<file path="config.mk">
export PLATFORM = sky130hd
export DESIGN_NAME = marker_row_deframer_byteswap
export DESIGN_NICKNAME = d
export VERILOG_FILES = /design/src/design/mrdb_pkg.sv /design/src/design/mrdb_in_stage.sv /design/src/design/mrdb_core.sv /design/src/design/mrdb_out_stage.sv /design/src/design/marker_row_deframer_byteswap.sv
export SDC_FILE = /design/constraint.sdc
export NUM_CORES = 1
export LEC_CHECK = 0
export ABC_CLOCK_PERIOD_IN_PS = 4250
export BUFFER_PORTS_ARGS = -buffer_cell sky130_fd_sc_hd__buf_2
export CAP_MARGIN = 20
export CELL_PAD_IN_SITES_DETAIL_PLACEMENT = 0
export CELL_PAD_IN_SITES_GLOBAL_PLACEMENT = 1
export CORE_MARGIN = 8
export CORE_UTILIZATION = 30
export CTS_CLUSTER_DIAMETER = 150
export DETAILED_ROUTE_END_ITERATION = 8
export MAX_ROUTING_LAYER = met4
export PLACE_DENSITY_LB_ADDON = 0.08
export SLEW_MARGIN = 5
export SYNTH_ARGS = -nofsm -noshare
export SYNTH_HDL_FRONTEND = slang
export SYNTH_SLANG_ARGS = --single-unit
</file>
<file path="constraint.sdc">
create_clock -name clk -period 4.25 [get_ports clk]
set_input_delay 0.425 -clock clk [delete_from_list [all_inputs] [get_ports clk]]
set_output_delay 0.425 -clock clk [all_outputs]
set_load 0.02 [all_outputs]
</file>
<file path="src/design/mrdb_pkg.sv">
package mrdb_pkg;

  // Frame geometry
  localparam int ROW_SAMPLES = 64;
  localparam int MAX_ROWS    = 64;
  localparam int ROW_BYTES   = 2 * ROW_SAMPLES;

  // Field widths
  localparam int BYTE_W      = 8;
  localparam int SAMPLE_W    = 16;
  localparam int ROW_IDX_W   = 6;
  localparam int COL_IDX_W   = 6;
  localparam int STATUS_W    = 2;
  localparam int ROWS_W      = 7;
  localparam int CFG_W       = 8;
  localparam int WIN_W       = 3 * BYTE_W;

  // Counter widths
  localparam int BYTE_CNT_W  = $clog2(ROW_BYTES);
  localparam int ROW_CNT_W   = $clog2(MAX_ROWS + 1);

  localparam logic [CFG_W-1:0] ROW_COUNT_RST = CFG_W'(64);

  // Row marker 00 00 0A 5x
  localparam logic [WIN_W-1:0]  MARK_HEAD     = 24'h00000A;
  localparam logic [BYTE_W-1:0] MARK_NIB_MASK = 8'hF0;
  localparam logic [BYTE_W-1:0] MARK_NIB      = 8'h50;
  localparam logic [1:0]        WIN_FULL      = 2'd3;

  // Output packing, lowest bit first
  localparam int OUT_VAL_LO    = 0;
  localparam int OUT_ROW_LO    = OUT_VAL_LO + SAMPLE_W;
  localparam int OUT_COL_LO    = OUT_ROW_LO + ROW_IDX_W;
  localparam int OUT_STAT_LO   = OUT_COL_LO + COL_IDX_W;
  localparam int OUT_ROWS_LO   = OUT_STAT_LO + STATUS_W;
  localparam int OUT_USED_W    = OUT_ROWS_LO + ROWS_W;
  localparam int OUT_DATA_W    = ((OUT_USED_W + 7) / 8) * 8;

  typedef enum logic [STATUS_W-1:0] {
    ST_OK         = 2'd0,
    ST_INCOMPLETE = 2'd1,
    ST_BAD_COUNT  = 2'd2
  } status_t;

  typedef struct packed {
    logic [BYTE_W-1:0] raw_byte;
    logic              is_last;
  } in_item_t;

  typedef struct packed {
    logic                 sample_valid;
    logic [SAMPLE_W-1:0]  sample_value;
    logic [ROW_IDX_W-1:0] row_index;
    logic [COL_IDX_W-1:0] column_index;
    logic                 frame_done;
    status_t              frame_status;
    logic [ROWS_W-1:0]    rows_found;
  } result_t;

endpackage

</file>
<file path="src/design/mrdb_in_stage.sv">
module mrdb_in_stage (
  input  logic              clk,
  input  logic              rst_n,
  input  logic              in_tvalid,
  output logic              in_tready,
  input  logic [7:0]        in_tdata,
  input  logic              in_tlast,
  input  logic              advance,
  output logic              item_valid,
  output mrdb_pkg::in_item_t item
);
  import mrdb_pkg::*;

  logic     valid_r;
  in_item_t item_r;

  assign in_tready  = !valid_r || advance;
  assign item_valid = valid_r;
  assign item       = item_r;

  always_ff @(posedge clk) begin
    if (!rst_n) begin
      valid_r <= 1'b0;
    end else if (in_tready) begin
      valid_r <= in_tvalid;
    end
  end

  always_ff @(posedge clk) begin
    if (in_tvalid && in_tready) begin
      item_r.raw_byte <= in_tdata[BYTE_W-1:0];
      item_r.is_last  <= in_tlast;
    end
  end

endmodule

</file>
<file path="src/design/mrdb_core.sv">
module mrdb_core (
  input  logic                     clk,
  input  logic                     rst_n,
  input  logic                     cfg_wr_en,
  input  logic [mrdb_pkg::CFG_W-1:0] cfg_wr_data,
  input  logic                     fire,
  input  mrdb_pkg::in_item_t       item,
  output logic                     res_valid,
  output mrdb_pkg::result_t        res
);
  import mrdb_pkg::*;

  logic [CFG_W-1:0]      exp_rows_r;
  logic [WIN_W-1:0]      recent_r,     recent_nxt;
  logic [1:0]            fill_r,       fill_nxt;
  logic                  collect_r,    collect_nxt;
  logic [BYTE_CNT_W-1:0] byte_cnt_r,   byte_cnt_nxt;
  logic [BYTE_W-1:0]     held_r,       held_nxt;
  logic [ROW_CNT_W-1:0]  row_cnt_r,    row_cnt_nxt;

  logic valid_cfg;
  logic active;
  logic have_sample;
  logic marker_hit;

  always_comb begin
    valid_cfg  = (exp_rows_r != '0) && (exp_rows_r <= CFG_W'(MAX_ROWS));
    active     = valid_cfg && (CFG_W'(row_cnt_r) < exp_rows_r);
    marker_hit = (fill_r == WIN_FULL) && (recent_r == MARK_HEAD) &&
                 ((item.raw_byte & MARK_NIB_MASK) == MARK_NIB);

    recent_nxt   = recent_r;
    fill_nxt     = fill_r;
    collect_nxt  = collect_r;
    byte_cnt_nxt = byte_cnt_r;
    held_nxt     = held_r;
    row_cnt_nxt  = row_cnt_r;
    have_sample  = 1'b0;
    res          = '0;

    if (active) begin
      if (!collect_r) begin
        if (marker_hit) begin
          collect_nxt  = 1'b1;
          byte_cnt_nxt = '0;
          fill_nxt     = '0;
          recent_nxt   = '0;
        end else begin
          recent_nxt = {recent_r[WIN_W-BYTE_W-1:0], item.raw_byte};
          if (fill_r != WIN_FULL) begin
            fill_nxt = fill_r + 2'd1;
          end
        end
      end else begin
        if (!byte_cnt_r[0]) begin
          held_nxt = item.raw_byte;
        end else begin
          have_sample         = 1'b1;
          res.sample_value    = {held_r, item.raw_byte};
          res.row_index       = ROW_IDX_W'(row_cnt_r);
          res.column_index    = COL_IDX_W'(byte_cnt_r >> 1);
        end
        if (byte_cnt_r == BYTE_CNT_W'(ROW_BYTES - 1)) begin
          row_cnt_nxt  = row_cnt_r + ROW_CNT_W'(1);
          collect_nxt  = 1'b0;
          byte_cnt_nxt = '0;
          fill_nxt     = '0;
          recent_nxt   = '0;
        end else begin
          byte_cnt_nxt = byte_cnt_r + BYTE_CNT_W'(1);
        end
      end
    end

    res.sample_valid = have_sample;
    res.frame_done   = item.is_last;
    res.rows_found   = valid_cfg ? ROWS_W'(row_cnt_nxt) : '0;
    if (item.is_last) begin
      if (!valid_cfg) begin
        res.frame_status = ST_BAD_COUNT;
      end else if (CFG_W'(row_cnt_nxt) == exp_rows_r) begin
        res.frame_status = ST_OK;
      end else begin
        res.frame_status = ST_INCOMPLETE;
      end
      // end of transfer: drop all frame state
      recent_nxt   = '0;
      fill_nxt     = '0;
      collect_nxt  = 1'b0;
      byte_cnt_nxt = '0;
      held_nxt     = '0;
      row_cnt_nxt  = '0;
    end

    res_valid = have_sample || item.is_last;
  end

  always_ff @(posedge clk) begin
    if (!rst_n) begin
      exp_rows_r <= ROW_COUNT_RST;
      recent_r   <= '0;
      fill_r     <= '0;
      collect_r  <= 1'b0;
      byte_cnt_r <= '0;
      held_r     <= '0;
      row_cnt_r  <= '0;
    end else begin
      if (cfg_wr_en) begin
        exp_rows_r <= cfg_wr_data;
      end
      if (fire) begin
        recent_r   <= recent_nxt;
        fill_r     <= fill_nxt;
        collect_r  <= collect_nxt;
        byte_cnt_r <= byte_cnt_nxt;
        held_r     <= held_nxt;
        row_cnt_r  <= row_cnt_nxt;
      end
    end
  end

endmodule

</file>
<file path="src/design/mrdb_out_stage.sv">
module mrdb_out_stage (
  input  logic                            clk,
  input  logic                            rst_n,
  input  logic                            load,
  input  mrdb_pkg::result_t               res,
  output logic                            load_ok,
  output logic                            out_tvalid,
  input  logic                            out_tready,
  output logic [mrdb_pkg::OUT_DATA_W-1:0] out_tdata,
  output logic                            out_tuser,
  output logic                            out_tlast
);
  import mrdb_pkg::*;

  logic    valid_r;
  result_t res_r;

  assign load_ok    = !valid_r || out_tready;
  assign out_tvalid = valid_r;
  assign out_tuser  = res_r.sample_valid;
  assign out_tlast  = res_r.frame_done;
  assign out_tdata  = OUT_DATA_W'({res_r.rows_found, res_r.frame_status, res_r.column_index,
                                   res_r.row_index, res_r.sample_value});

  always_ff @(posedge clk) begin
    if (!rst_n) begin
      valid_r <= 1'b0;
    end else if (load_ok) begin
      valid_r <= load;
    end
  end

  always_ff @(posedge clk) begin
    if (load_ok && load) begin
      res_r <= res;
    end
  end

endmodule

</file>
<file path="src/design/marker_row_deframer_byteswap.sv">
// Row deframer with byte swap. Raw sensor bytes enter one per transaction on
// the in_ stream (tlast marks the final byte of a transfer). Between rows the
// block hunts for the marker 00 00 0A 5x; after it, 2*ROW_SAMPLES bytes are
// paired big-endian into 16-bit samples, each sent out with its row and
// column. Once cfg_wr_data rows (register reset 64, valid 1..MAX_ROWS) are
// gathered, bytes are dropped until tlast. The transaction for the last byte
// carries tlast and a status: 0 complete, 1 incomplete (discard the frame),
// 2 invalid row count. Bytes that complete no sample and are not last yield
// no output transaction. The block takes one byte per clock while the output
// is not stalled: a byte sits in the input register while the window compare
// and counter update run, then its result lands in the output register; both
// registers advance whenever the output register is empty or being taken, so
// throughput is one transaction per cycle. Write the row count register only
// while no transaction is in flight, with both the input and the output
// register empty.
module marker_row_deframer_byteswap (
  input  logic                            clk,
  input  logic                            rst_n,
  input  logic                            cfg_wr_en,
  input  logic [mrdb_pkg::CFG_W-1:0]      cfg_wr_data,  // expected_row_count
  input  logic                            in_tvalid,
  output logic                            in_tready,
  input  logic [7:0]                      in_tdata,     // raw_byte
  input  logic                            in_tlast,     // is_last
  output logic                            out_tvalid,
  input  logic                            out_tready,
  // sample_value[15:0], row_index[21:16], column_index[27:22],
  // frame_status[29:28], rows_found[36:30], zero fill
  output logic [mrdb_pkg::OUT_DATA_W-1:0] out_tdata,
  output logic                            out_tuser,    // sample_valid
  output logic                            out_tlast     // frame_done
);
  import mrdb_pkg::*;

  logic     item_valid;
  in_item_t item;
  logic     load_ok;
  logic     fire;
  logic     res_valid;
  result_t  res;

  // advance the input register only when the output side can take a result
  assign fire = item_valid && load_ok;

  mrdb_in_stage u_in (
    .clk        (clk),
    .rst_n      (rst_n),
    .in_tvalid  (in_tvalid),
    .in_tready  (in_tready),
    .in_tdata   (in_tdata),
    .in_tlast   (in_tlast),
    .advance    (load_ok),
    .item_valid (item_valid),
    .item       (item)
  );

  mrdb_core u_core (
    .clk         (clk),
    .rst_n       (rst_n),
    .cfg_wr_en   (cfg_wr_en),
    .cfg_wr_data (cfg_wr_data),
    .fire        (fire),
    .item        (item),
    .res_valid   (res_valid),
    .res         (res)
  );

  mrdb_out_stage u_out (
    .clk        (clk),
    .rst_n      (rst_n),
    .load       (fire && res_valid),
    .res        (res),
    .load_ok    (load_ok),
    .out_tvalid (out_tvalid),
    .out_tready (out_tready),
    .out_tdata  (out_tdata),
    .out_tuser  (out_tuser),
    .out_tlast  (out_tlast)
  );

endmodule

</file>
==> flow_summary.html, run 1 <==
<table>
<tr><th>Metric</th><th>Value</th></tr>
<tr><th colspan="2">Status</th></tr>
<tr><td>Status</td><td>finished clean</td></tr>
<tr><th colspan="2">Layout</th></tr>
<tr><td>Area Growth Syn to Fin</td><td>16.5%</td></tr>
<tr><td>Final core area utilization</td><td>a little over a third</td></tr>
<tr><td>Sequential Area</td><td>around 2600 µm²</td></tr>
<tr><td>Commonest non-fill, non-tap cell in the layout</td><td>sky130_fd_sc_hd__buf_2</td></tr>
<tr><td>Layout net count</td><td>565</td></tr>
<tr><td>Fill cell instance count of the final layout</td><td>between 1500 and 2000</td></tr>
<tr><td>Fraction of final layout cells sized beyond drive strength 1</td><td>between 10% and 20%</td></tr>
<tr><td>Final antenna diode count</td><td>0</td></tr>
<tr><td>Commonest cells after routing, fill and taps aside</td><td>sky130_fd_sc_hd__buf_2 (62), sky130_fd_sc_hd__dfxtp_1 (59), sky130_fd_sc_hd__nand2_1 (49)</td></tr>
<tr><td>Area of combinational cells with multiple inputs</td><td>~2100 µm²</td></tr>
<tr><th colspan="2">Logic synthesis</th></tr>
<tr><td>Share of the yosys chip area belonging to registers</td><td>between 50% and 60%</td></tr>
<tr><td>Count of flip-flops with a built-in enable after synthesis</td><td>48</td></tr>
<tr><td>Mean instance size in the synthesized netlist</td><td>between 10 and 15 µm²</td></tr>
<tr><td>Combined area of all synthesized cells</td><td>4880 µm²</td></tr>
<tr><td>Synthesized flop and latch total</td><td>~110</td></tr>
<tr><td>Number of instances in the synthesized netlist</td><td>between 400 and 500</td></tr>
<tr><td>Asr flop ratio synth</td><td>0%</td></tr>
<tr><td>Unique masters post-synth</td><td>57</td></tr>
<tr><td>Ys flop type</td><td>sky130_fd_sc_hd__dfxtp_1</td></tr>
<tr><td>Ys Warns</td><td>0</td></tr>
<tr><th colspan="2">Clocking</th></tr>
<tr><td>Post-cts sizing count</td><td>0</td></tr>
<tr><td>CTS tree</td><td>built</td></tr>
<tr><td>Number of buffers created by CTS</td><td>9</td></tr>
<tr><td>H-Tree Level Count</td><td>3</td></tr>
<tr><td>Buffer cell driving the clock tree root</td><td>sky130_fd_sc_hd__clkbuf_16</td></tr>
<tr><td>CTS sink count</td><td>around 110</td></tr>
<tr><td>Post-CTS clock slew at the launch and capture registers of the worst setup and hold paths</td><td>approximately 70 ps</td></tr>
<tr><td>Count of hold buffers inserted by post-cts repair</td><td>0</td></tr>
<tr><td>Buffers inserted during post-CTS setup optimization</td><td>0</td></tr>
<tr><td>Clock network latency to the later pin of the worst-skew pair</td><td>roughly 360 ps</td></tr>
<tr><td>Buffer levels on the longest clock path</td><td>2</td></tr>
<tr><th colspan="2">Setup path</th></tr>
<tr><td>Cell with the largest stage delay on the worst path</td><td>sky130_fd_sc_hd__nor4_2</td></tr>
<tr><td>Critical path's top delay family</td><td>compound AO/OA/AOI/OAI gates</td></tr>
<tr><td>Combined buffer and inverter count along the critical path</td><td>0</td></tr>
<tr><td>Cell-by-cell listing of the critical path</td><td>ha_1 -&gt; a21o_1 -&gt; a21oi_1 -&gt; o21ai_1 -&gt; nor4_2 -&gt; a21boi_0 -&gt; o311ai_0 -&gt; a311oi_1</td></tr>
<tr><td>Kind of start point of the critical path</td><td>flip-flop</td></tr>
<tr><td>Critical Path End Type</td><td>flip-flop</td></tr>
<tr><td>Critical path data arrival time</td><td>between 3000 and 4000 ps</td></tr>
<tr><td>Class of the most critical setup path</td><td>reg -&gt; reg</td></tr>
<tr><td>Worst endpoint required time</td><td>around 4300 ps</td></tr>
<tr><td>Worst-path fanout max</td><td>13</td></tr>
<tr><td>Maximum cell stage delay along the critical path</td><td>between 600 and 700 ps</td></tr>
<tr><th colspan="2">Power</th></tr>
<tr><td>Max rail drop VDD</td><td>slightly below 0.2 mV</td></tr>
<tr><td>Power spent charging and discharging nets</td><td>roughly 520 µW</td></tr>
<tr><td>Net switching fraction of the power</td><td>25.2%</td></tr>
<tr><td>Power Dens Cells</td><td>between 300 and 400 nW/µm²</td></tr>
<tr><td>P_leak</td><td>between 2 and 2.5 nW</td></tr>
<tr><td>Internal power consumption</td><td>~1.5 mW</td></tr>
<tr><td>Final Power</td><td>2.06 mW</td></tr>
<tr><td>Share of power burned in combinational logic</td><td>7.3%</td></tr>
<tr><td>Clock Power Share</td><td>38.9%</td></tr>
<tr><td>Relative contribution of sequential cells to total power</td><td>a little over half</td></tr>
<tr><th colspan="2">Routing</th></tr>
<tr><td>Iter 0 DRT Violations</td><td>around 280</td></tr>
<tr><td>Routed length per placed instance</td><td>16.5 µm</td></tr>
<tr><td>Detailed-route DRC error count</td><td>0</td></tr>
<tr><td>Per-cell via count in the routed design</td><td>4.84</td></tr>
<tr><td>Sum of routed wire length over all layers</td><td>about 12000 µm</td></tr>
<tr><td>Total number of vias</td><td>3653</td></tr>
<tr><td>Remaining number of nets flagged by the antenna check after routing</td><td>0</td></tr>
<tr><td>Number of iterations in the first detailed-routing pass</td><td>4</td></tr>
<tr><th colspan="2">Floorplanning</th></tr>
<tr><td>Count of boundary I/O pins</td><td>66</td></tr>
<tr><td>Floorplan core area</td><td>around 16000 µm²</td></tr>
<tr><td>Horiz. Die Dim</td><td>about 140 µm</td></tr>
<tr><td>Area enclosed by the die boundary</td><td>20600 µm²</td></tr>
<tr><td>Initial cell density of the core</td><td>between 30% and 40%</td></tr>
<tr><td>Row count</td><td>46</td></tr>
<tr><td>Height of the die</td><td>about 140 µm</td></tr>
<tr><th colspan="2">Timing</th></tr>
<tr><td>Pins over their slew limit</td><td>0</td></tr>
<tr><td>Actual transition at the worst max-transition pin</td><td>1070 ps</td></tr>
<tr><td>Total Negative Setup Slacks</td><td>0 ps</td></tr>
<tr><td>Worst hold slack</td><td>between 200 and 250 ps</td></tr>
<tr><td>Final clock period utilization by the worst path</td><td>79.1%</td></tr>
<tr><td>Unrepaired setup endpoints after global routing</td><td>false</td></tr>
<tr><td>Max_slew headroom</td><td>between 20% and 30%</td></tr>
<tr><td>Setup violators final</td><td>0</td></tr>
<tr><td>Setup clock skew after layout</td><td>roughly 11 ps</td></tr>
<tr><td>Final Hold Viols</td><td>0</td></tr>
<tr><td>Setup WS post-layout</td><td>887 ps</td></tr>
<tr><td>Final Critical Period</td><td>about 3400 ps</td></tr>
<tr><td>Max Clk Rate</td><td>297 MHz</td></tr>
<tr><th colspan="2">Placement</th></tr>
<tr><td>HPWL Detailed</td><td>just under 9000 µm</td></tr>
<tr><td>Final RePlAce weighted congestion</td><td>between 0.8 and 0.9</td></tr>
<tr><td>Setup Slack @ Placement</td><td>slightly above 900 ps</td></tr>
<tr><td>Number of input and output port buffers inserted</td><td>62</td></tr>
<tr><th colspan="2">GRT</th></tr>
<tr><td>GRT Resource Usage Total</td><td>12.7%</td></tr>
<tr><td>Global route overflow</td><td>0</td></tr>
<tr><td>Number of global-route vias before repair</td><td>between 3000 and 4000</td></tr>
<tr><td>Number of antenna violations at the first check in global routing</td><td>0</td></tr>
<tr><td>Largest net degree at the start of global routing</td><td>between 50 and 60</td></tr>
<tr><td>Wire length of the first global-routing pass</td><td>about 20000 µm</td></tr>
<tr><th colspan="2">Worst hold path</th></tr>
<tr><td>Worst min path class</td><td>in -&gt; reg</td></tr>
<tr><th colspan="2">Flow run</th></tr>
<tr><td>Maximum Capacitance Violations</td><td>0</td></tr>
</table>
[registers in the layout, indices dropped and copies added (netlist names)]
register           flops
u_out.out_tdata       37
u_core.recent_r       24
u_in.item              9
u_core.exp_rows_r      8
u_core.held_r          8
u_core.byte_cnt_r      7
u_core.row_cnt_r       7
u_core.fill_r          2
u_core.collect_r       1
u_in.item_valid        1
u_out.out_tlast        1
u_out.out_tuser        1
u_out.out_tvalid       1
[final cells by class]
class	count	area share, %
clock buffer	10	4.02
clock inverter	6	0.836
inverter	12	0.792
multi-input combinational	335	37.1
sequential	107	46.1
tap	216	4.75
timing repair buffer	69	6.38
[kinds of logic (layout without fill, tap and decap cells)]
| family | count (synthesis) | after routing | share of synthesized area [%] |
|---|---|---|---|
| other | 1 | 3 | 0.0768 |
| multiplexers | 9 | 9 | 1.87 |
| flip-flops | 107 | 107 | 53.7 |
| adder cells (fa/ha/maj) | 9 | 9 | 2.31 |
| AND/OR/NAND/NOR | 219 | 219 | 23.7 |
| buffers and inverters | 44 | 97 | 3.77 |
| XOR/XNOR | 11 | 11 | 2.26 |
| AO/OA/AOI/OAI | 84 | 84 | 12.3 |
[metrics by stage]
step	cells	cell area, µm²
2_1_floorplan	486	4890
3_3_place_gp	738	5410
3_5_place_dp	738	5410
4_1_cts	754	5680
5_1_grt	755	5690
6_report	755	5690
[Yosys cell counts, drive strengths merged (2+ instances only)]
library cell / n / area [µm²]
a21boi: 42 / 315
a21o: 2 / 15.0
a21oi: 9 / 48.8
a31oi: 2 / 12.5
a41oi: 2 / 17.5
and2: 28 / 175
and3: 5 / 31.3
and4b: 2 / 20.0
buf: 10 / 56.3
clkbuf: 22 / 82.6
dfxtp: 59 / 1180
edfxtp: 48 / 1440
ha: 9 / 113
inv: 12 / 45.0
mux2i: 8 / 80.1
nand2: 49 / 184
nand2b: 3 / 18.8
nand3: 40 / 200
nand4: 5 / 31.3
nor2: 35 / 131
nor2b: 13 / 81.3
nor3: 12 / 70.1
nor3b: 2 / 15.0
nor4: 14 / 115
o21a: 3 / 23.8
o21ai: 11 / 55.1
o311ai: 2 / 17.5
o31ai: 2 / 15.0
o32ai: 2 / 17.5
or3: 5 / 31.3
xnor2: 8 / 70.1
xor2: 2 / 17.5
[path summary, 6_finish.rpt]
kind	start	cells after the start	slack, ps	endpoint
hold / removal	in_tdata[1]	1	240	u_in.item[2]$_DFFE_PP_
setup / recovery	u_core.row_cnt_r[5]$_SDFFE_PN0P_	8	890	u_out.out_tdata[28]$_SDFFCE_PN0P_
hold reg to reg	u_core.recent_r[22]$_SDFFE_PN0P_	2	460	u_core.recent_r[22]$_SDFFE_PN0P_
setup reg to reg	u_core.row_cnt_r[5]$_SDFFE_PN0P_	8	890	u_out.out_tdata[28]$_SDFFCE_PN0P_
[routing by layer]
metal	GRT usage [%]	wire [µm]	vias up	part of all wire, %
li1	-	-	1821	-
met2	18.2	5330	79	43
met5	-	0	-	0
met4	4.21	156	0	1.3
met3	2.65	563	14	4.5
met1	17.4	6400	1739	51
[power groups by stage]
stage	Clock, mW	Combinational, mW	Sequential [mW]
floorplan	0	0.0989	1.13
global placement	0	0.151	1.13
detailed placement	0	0.151	1.13
CTS	0.830	0.152	1.11
global route	0.875	0.166	1.11
finish	0.803	0.150	1.11
(Power assumes the default switching activity.)
==> inputs of run 2 (changes only) <==
ABC_CLOCK_PERIOD_IN_PS = 3000   (was 4250)
clock period = 3 ns   (was 4.25 ns; I/O delays follow)
==> flow_summary.html, run 2 (synthesis results as in run 1) <==
<table>
<tr><th>Metric</th><th>Value</th></tr>
<tr><th colspan="2">Routing</th></tr>
<tr><td>Detailed-route DRC error count</td><td>0 (unchanged)</td></tr>
<tr><td>Total number of vias</td><td>3607 (-1.3%)</td></tr>
<tr><td>Per-cell via count in the routed design</td><td>4.67 (-3.4%)</td></tr>
<tr><td>Iter 0 DRT Violations</td><td>207 (-26%)</td></tr>
<tr><td>Remaining number of nets flagged by the antenna check after routing</td><td>0 (unchanged)</td></tr>
<tr><td>Number of iterations in the first detailed-routing pass</td><td>5 (+1)</td></tr>
<tr><td>Routed length per placed instance</td><td>16.1 µm (-2.2%)</td></tr>
<tr><td>Sum of routed wire length over all layers</td><td>12500 µm (about the same)</td></tr>
<tr><th colspan="2">Floorplanning</th></tr>
<tr><td>Horiz. Die Dim</td><td>144 µm (unchanged)</td></tr>
<tr><td>Row count</td><td>46 (unchanged)</td></tr>
<tr><td>Area enclosed by the die boundary</td><td>20600 µm² (unchanged)</td></tr>
<tr><td>Initial cell density of the core</td><td>30.7% (unchanged)</td></tr>
<tr><td>Height of the die</td><td>144 µm (unchanged)</td></tr>
<tr><td>Floorplan core area</td><td>15900 µm² (unchanged)</td></tr>
<tr><td>Count of boundary I/O pins</td><td>66 (unchanged)</td></tr>
<tr><th colspan="2">Clocking</th></tr>
<tr><td>Buffers inserted during post-CTS setup optimization</td><td>0 (unchanged)</td></tr>
<tr><td>Number of buffers created by CTS</td><td>9 (unchanged)</td></tr>
<tr><td>CTS sink count</td><td>107 (unchanged)</td></tr>
<tr><td>H-Tree Level Count</td><td>3 (unchanged)</td></tr>
<tr><td>Post-cts sizing count</td><td>0 (unchanged)</td></tr>
<tr><td>Buffer cell driving the clock tree root</td><td>sky130_fd_sc_hd__clkbuf_16</td></tr>
<tr><td>Clock network latency to the later pin of the worst-skew pair</td><td>360 ps (about the same)</td></tr>
<tr><td>CTS tree</td><td>built</td></tr>
<tr><td>Count of hold buffers inserted by post-cts repair</td><td>0 (unchanged)</td></tr>
<tr><td>Buffer levels on the longest clock path</td><td>2 (unchanged)</td></tr>
<tr><td>Post-CTS clock slew at the launch and capture registers of the worst setup and hold paths</td><td>80 ps (about the same)</td></tr>
<tr><th colspan="2">Layout</th></tr>
<tr><td>Sequential Area</td><td>2620 µm² (about the same)</td></tr>
<tr><td>Area Growth Syn to Fin</td><td>19.9%</td></tr>
<tr><td>Final non-filler cell area</td><td>5850 µm² (+2.9%)</td></tr>
<tr><td>Largest register FFs</td><td>37 (unchanged)</td></tr>
<tr><td>Commonest cells after routing, fill and taps aside</td><td>sky130_fd_sc_hd__buf_2 (62), sky130_fd_sc_hd__dfxtp_1 (58), sky130_fd_sc_hd__nand2_1 (49)</td></tr>
<tr><td>Final antenna diode count</td><td>0 (unchanged)</td></tr>
<tr><td>Area of combinational cells with multiple inputs</td><td>2110 µm² (+0.12%)</td></tr>
<tr><td>Layout net count</td><td>582 (+3.0%)</td></tr>
<tr><td>Fill cell instance count of the final layout</td><td>1675 (-0.12%)</td></tr>
<tr><td>Commonest non-fill, non-tap cell in the layout</td><td>sky130_fd_sc_hd__buf_2</td></tr>
<tr><td>Number of standard cells in the layout, taps in and fillers out</td><td>772 (+2.3%)</td></tr>
<tr><td>Fraction of final layout cells sized beyond drive strength 1</td><td>20.9% (+3.1 points)</td></tr>
<tr><th colspan="2">Timing</th></tr>
<tr><td>Final Hold Viols</td><td>0 (unchanged)</td></tr>
<tr><td>Setup WS post-layout</td><td>236 ps (-651 ps)</td></tr>
<tr><td>Pins over their slew limit</td><td>0 (unchanged)</td></tr>
<tr><td>Unrepaired setup endpoints after global routing</td><td>false</td></tr>
<tr><td>Max Clk Rate</td><td>362 MHz (+22%)</td></tr>
<tr><td>Max_slew headroom</td><td>42.3% (+14 points)</td></tr>
<tr><td>Actual transition at the worst max-transition pin</td><td>859 ps (-215 ps)</td></tr>
<tr><td>Total Negative Setup Slacks</td><td>0 ps (unchanged)</td></tr>
<tr><td>Setup violators final</td><td>0 (unchanged)</td></tr>
<tr><td>Final clock period utilization by the worst path</td><td>92.1% (+13 points)</td></tr>
<tr><td>Final Critical Period</td><td>2760 ps (-599 ps)</td></tr>
<tr><td>Setup clock skew after layout</td><td>14.2 ps (+2.95 ps)</td></tr>
<tr><th colspan="2">Setup path</th></tr>
<tr><td>Cell with the largest stage delay on the worst path</td><td>sky130_fd_sc_hd__dfxtp_1</td></tr>
<tr><td>Reg2Reg Capture Point</td><td>u_out.out_tdata[28]$_SDFFCE_PN0P_</td></tr>
<tr><td>Worst-path fanout max</td><td>12 (-1)</td></tr>
<tr><td>Critical path data arrival time</td><td>2850 ps (-590 ps)</td></tr>
<tr><td>Combined buffer and inverter count along the critical path</td><td>2 (+2)</td></tr>
<tr><td>Class of the most critical setup path</td><td>reg -&gt; reg</td></tr>
<tr><td>Cell-by-cell listing of the critical path</td><td>inv_1 -&gt; ha_1 -&gt; a21o_1 -&gt; a31oi_1 -&gt; o21ai_1 -&gt; buf_4 -&gt; nor4_4 -&gt; xnor3_1 -&gt; a2111oi_0 -&gt; a311oi_1</td></tr>
<tr><td>Worst reg2reg startpoint</td><td>u_core.exp_rows_r[1]$_SDFFE_PN0P_</td></tr>
<tr><td>CP Launch Point</td><td>u_core.exp_rows_r[1]$_SDFFE_PN0P_</td></tr>
<tr><td>Critical path's top delay family</td><td>compound AO/OA/AOI/OAI gates</td></tr>
<tr><td>Kind of start point of the critical path</td><td>flip-flop</td></tr>
<tr><td>Reg-to-reg slack, setup</td><td>240 ps (-650 ps)</td></tr>
<tr><td>Maximum cell stage delay along the critical path</td><td>460 ps (-220 ps)</td></tr>
<tr><td>Critical Path End Type</td><td>flip-flop</td></tr>
<tr><td>Worst endpoint required time</td><td>3090 ps (-1240 ps)</td></tr>
<tr><td>Worst R2R Path Depth</td><td>10 (+2)</td></tr>
<tr><th colspan="2">GRT</th></tr>
<tr><td>Largest net degree at the start of global routing</td><td>44 (-21%)</td></tr>
<tr><td>Number of antenna violations at the first check in global routing</td><td>0 (unchanged)</td></tr>
<tr><td>GRT Resource Usage Total</td><td>13.0% (+0.27 points)</td></tr>
<tr><td>Number of global-route vias before repair</td><td>3652 (+2.2%)</td></tr>
<tr><td>Global route overflow</td><td>0 (unchanged)</td></tr>
<tr><td>Wire length of the first global-routing pass</td><td>20200 µm (+2.2%)</td></tr>
<tr><th colspan="2">Placement</th></tr>
<tr><td>Cell count after placement</td><td>756 (+2.4%)</td></tr>
<tr><td>Total placed instance area</td><td>5550 µm² (+2.6%)</td></tr>
<tr><td>HPWL Detailed</td><td>9040 µm (+4.0%)</td></tr>
<tr><td>Number of input and output port buffers inserted</td><td>62 (unchanged)</td></tr>
<tr><td>Setup Slack @ Placement</td><td>165 ps (-744 ps)</td></tr>
<tr><td>Final RePlAce weighted congestion</td><td>0.834 (+1.8%)</td></tr>
<tr><th colspan="2">Status</th></tr>
<tr><td>Status</td><td>finished clean</td></tr>
<tr><th colspan="2">Worst hold path</th></tr>
<tr><td>Worst min path class</td><td>in -&gt; reg</td></tr>
<tr><td>Hold Path End</td><td>u_in.item[4]$_DFFE_PP_</td></tr>
<tr><td>Cell depth of the worst min-delay path</td><td>1 (unchanged)</td></tr>
<tr><td>Min-delay src</td><td>in_tdata[3]</td></tr>
<tr><th colspan="2">Power</th></tr>
<tr><td>Relative contribution of sequential cells to total power</td><td>52.7% (-1.1 points)</td></tr>
<tr><td>Internal power consumption</td><td>2.21 mW (+43%)</td></tr>
<tr><td>Final Power</td><td>2.98 mW (+45%)</td></tr>
<tr><td>Max rail drop VDD</td><td>0.315 mV (+63%)</td></tr>
<tr><td>Power spent charging and discharging nets</td><td>771 µW (+48%)</td></tr>
<tr><td>Net switching fraction of the power</td><td>25.8% (+0.66 points)</td></tr>
<tr><td>Share of power burned in combinational logic</td><td>7.7% (+0.4 points)</td></tr>
<tr><td>P_leak</td><td>2.19 nW (+4.8%)</td></tr>
<tr><td>Clock Power Share</td><td>39.6% (+0.7 points)</td></tr>
<tr><td>Power Dens Cells</td><td>510 nW/µm² (+41%)</td></tr>
<tr><th colspan="2">Flow run</th></tr>
<tr><td>Maximum Capacitance Violations</td><td>0 (unchanged)</td></tr>
</table>
## run 2: cell count changes in the layout (fill, tap and decap cells not counted), sizes merged
cell | before | now
buf | 69 | 86
clkinv | 2 | 4
clkbuf | 10 | 9
clkinvlp | 2 | 1
## run 2: per-layer routing
metal	up-vias	global-route usage, %	routed length, µm
met5	-	-	0
met4	0	5.31	155
li1	1857	-	-
met2	78	18.2	5200
met1	1661	18.2	6510
met3	11	1.99	584
## run 2: worst max-delay path by stage
stage	to	depth (start not counted)
floorplan	u_out.out_tdata[0]$_SDFFCE_PN0P_	9
global placement	u_out.out_tdata[28]$_SDFFCE_PN0P_	9
detailed placement	u_out.out_tdata[28]$_SDFFCE_PN0P_	9
CTS	u_out.out_tdata[28]$_SDFFCE_PN0P_	9
global route	u_out.out_tdata[28]$_SDFFCE_PN0P_	10
finish	u_out.out_tdata[28]$_SDFFCE_PN0P_	10
## run 2: power groups by stage
stage                     logic [mW]  clock network (mW)  registers, mW
after CTS                      0.232                1.23           1.57
after detailed placement       0.232                   0           1.61
final                          0.229                1.18           1.57
after global routing           0.255                1.27           1.58
after global placement         0.232                   0           1.61
after floorplan                0.142                   0           1.61
## run 2: layout make-up
| cell class | count | share of cell area, % |
|---|---|---|
| Tap cell | 216 | 4.62 |
| Clock buffer | 9 | 3.85 |
| Clock inverter | 7 | 1.20 |
| Sequential cell | 107 | 44.8 |
| Inverter | 12 | 0.770 |
| Multi-Input combinational cell | 335 | 36.1 |
| Timing Repair Buffer | 86 | 8.60 |
## run 2: metrics by stage
| step | hold WS, ps | utilization [%] |
|---|---|---|
| after floorplan | 399 | - |
| after global placement | 442 | 34.9 |
| after detailed placement | 445 | 34.9 |
| after CTS | 99.9 | 36.8 |
| after global routing | 99.2 | 36.8 |
| final | 118 | 36.8 |
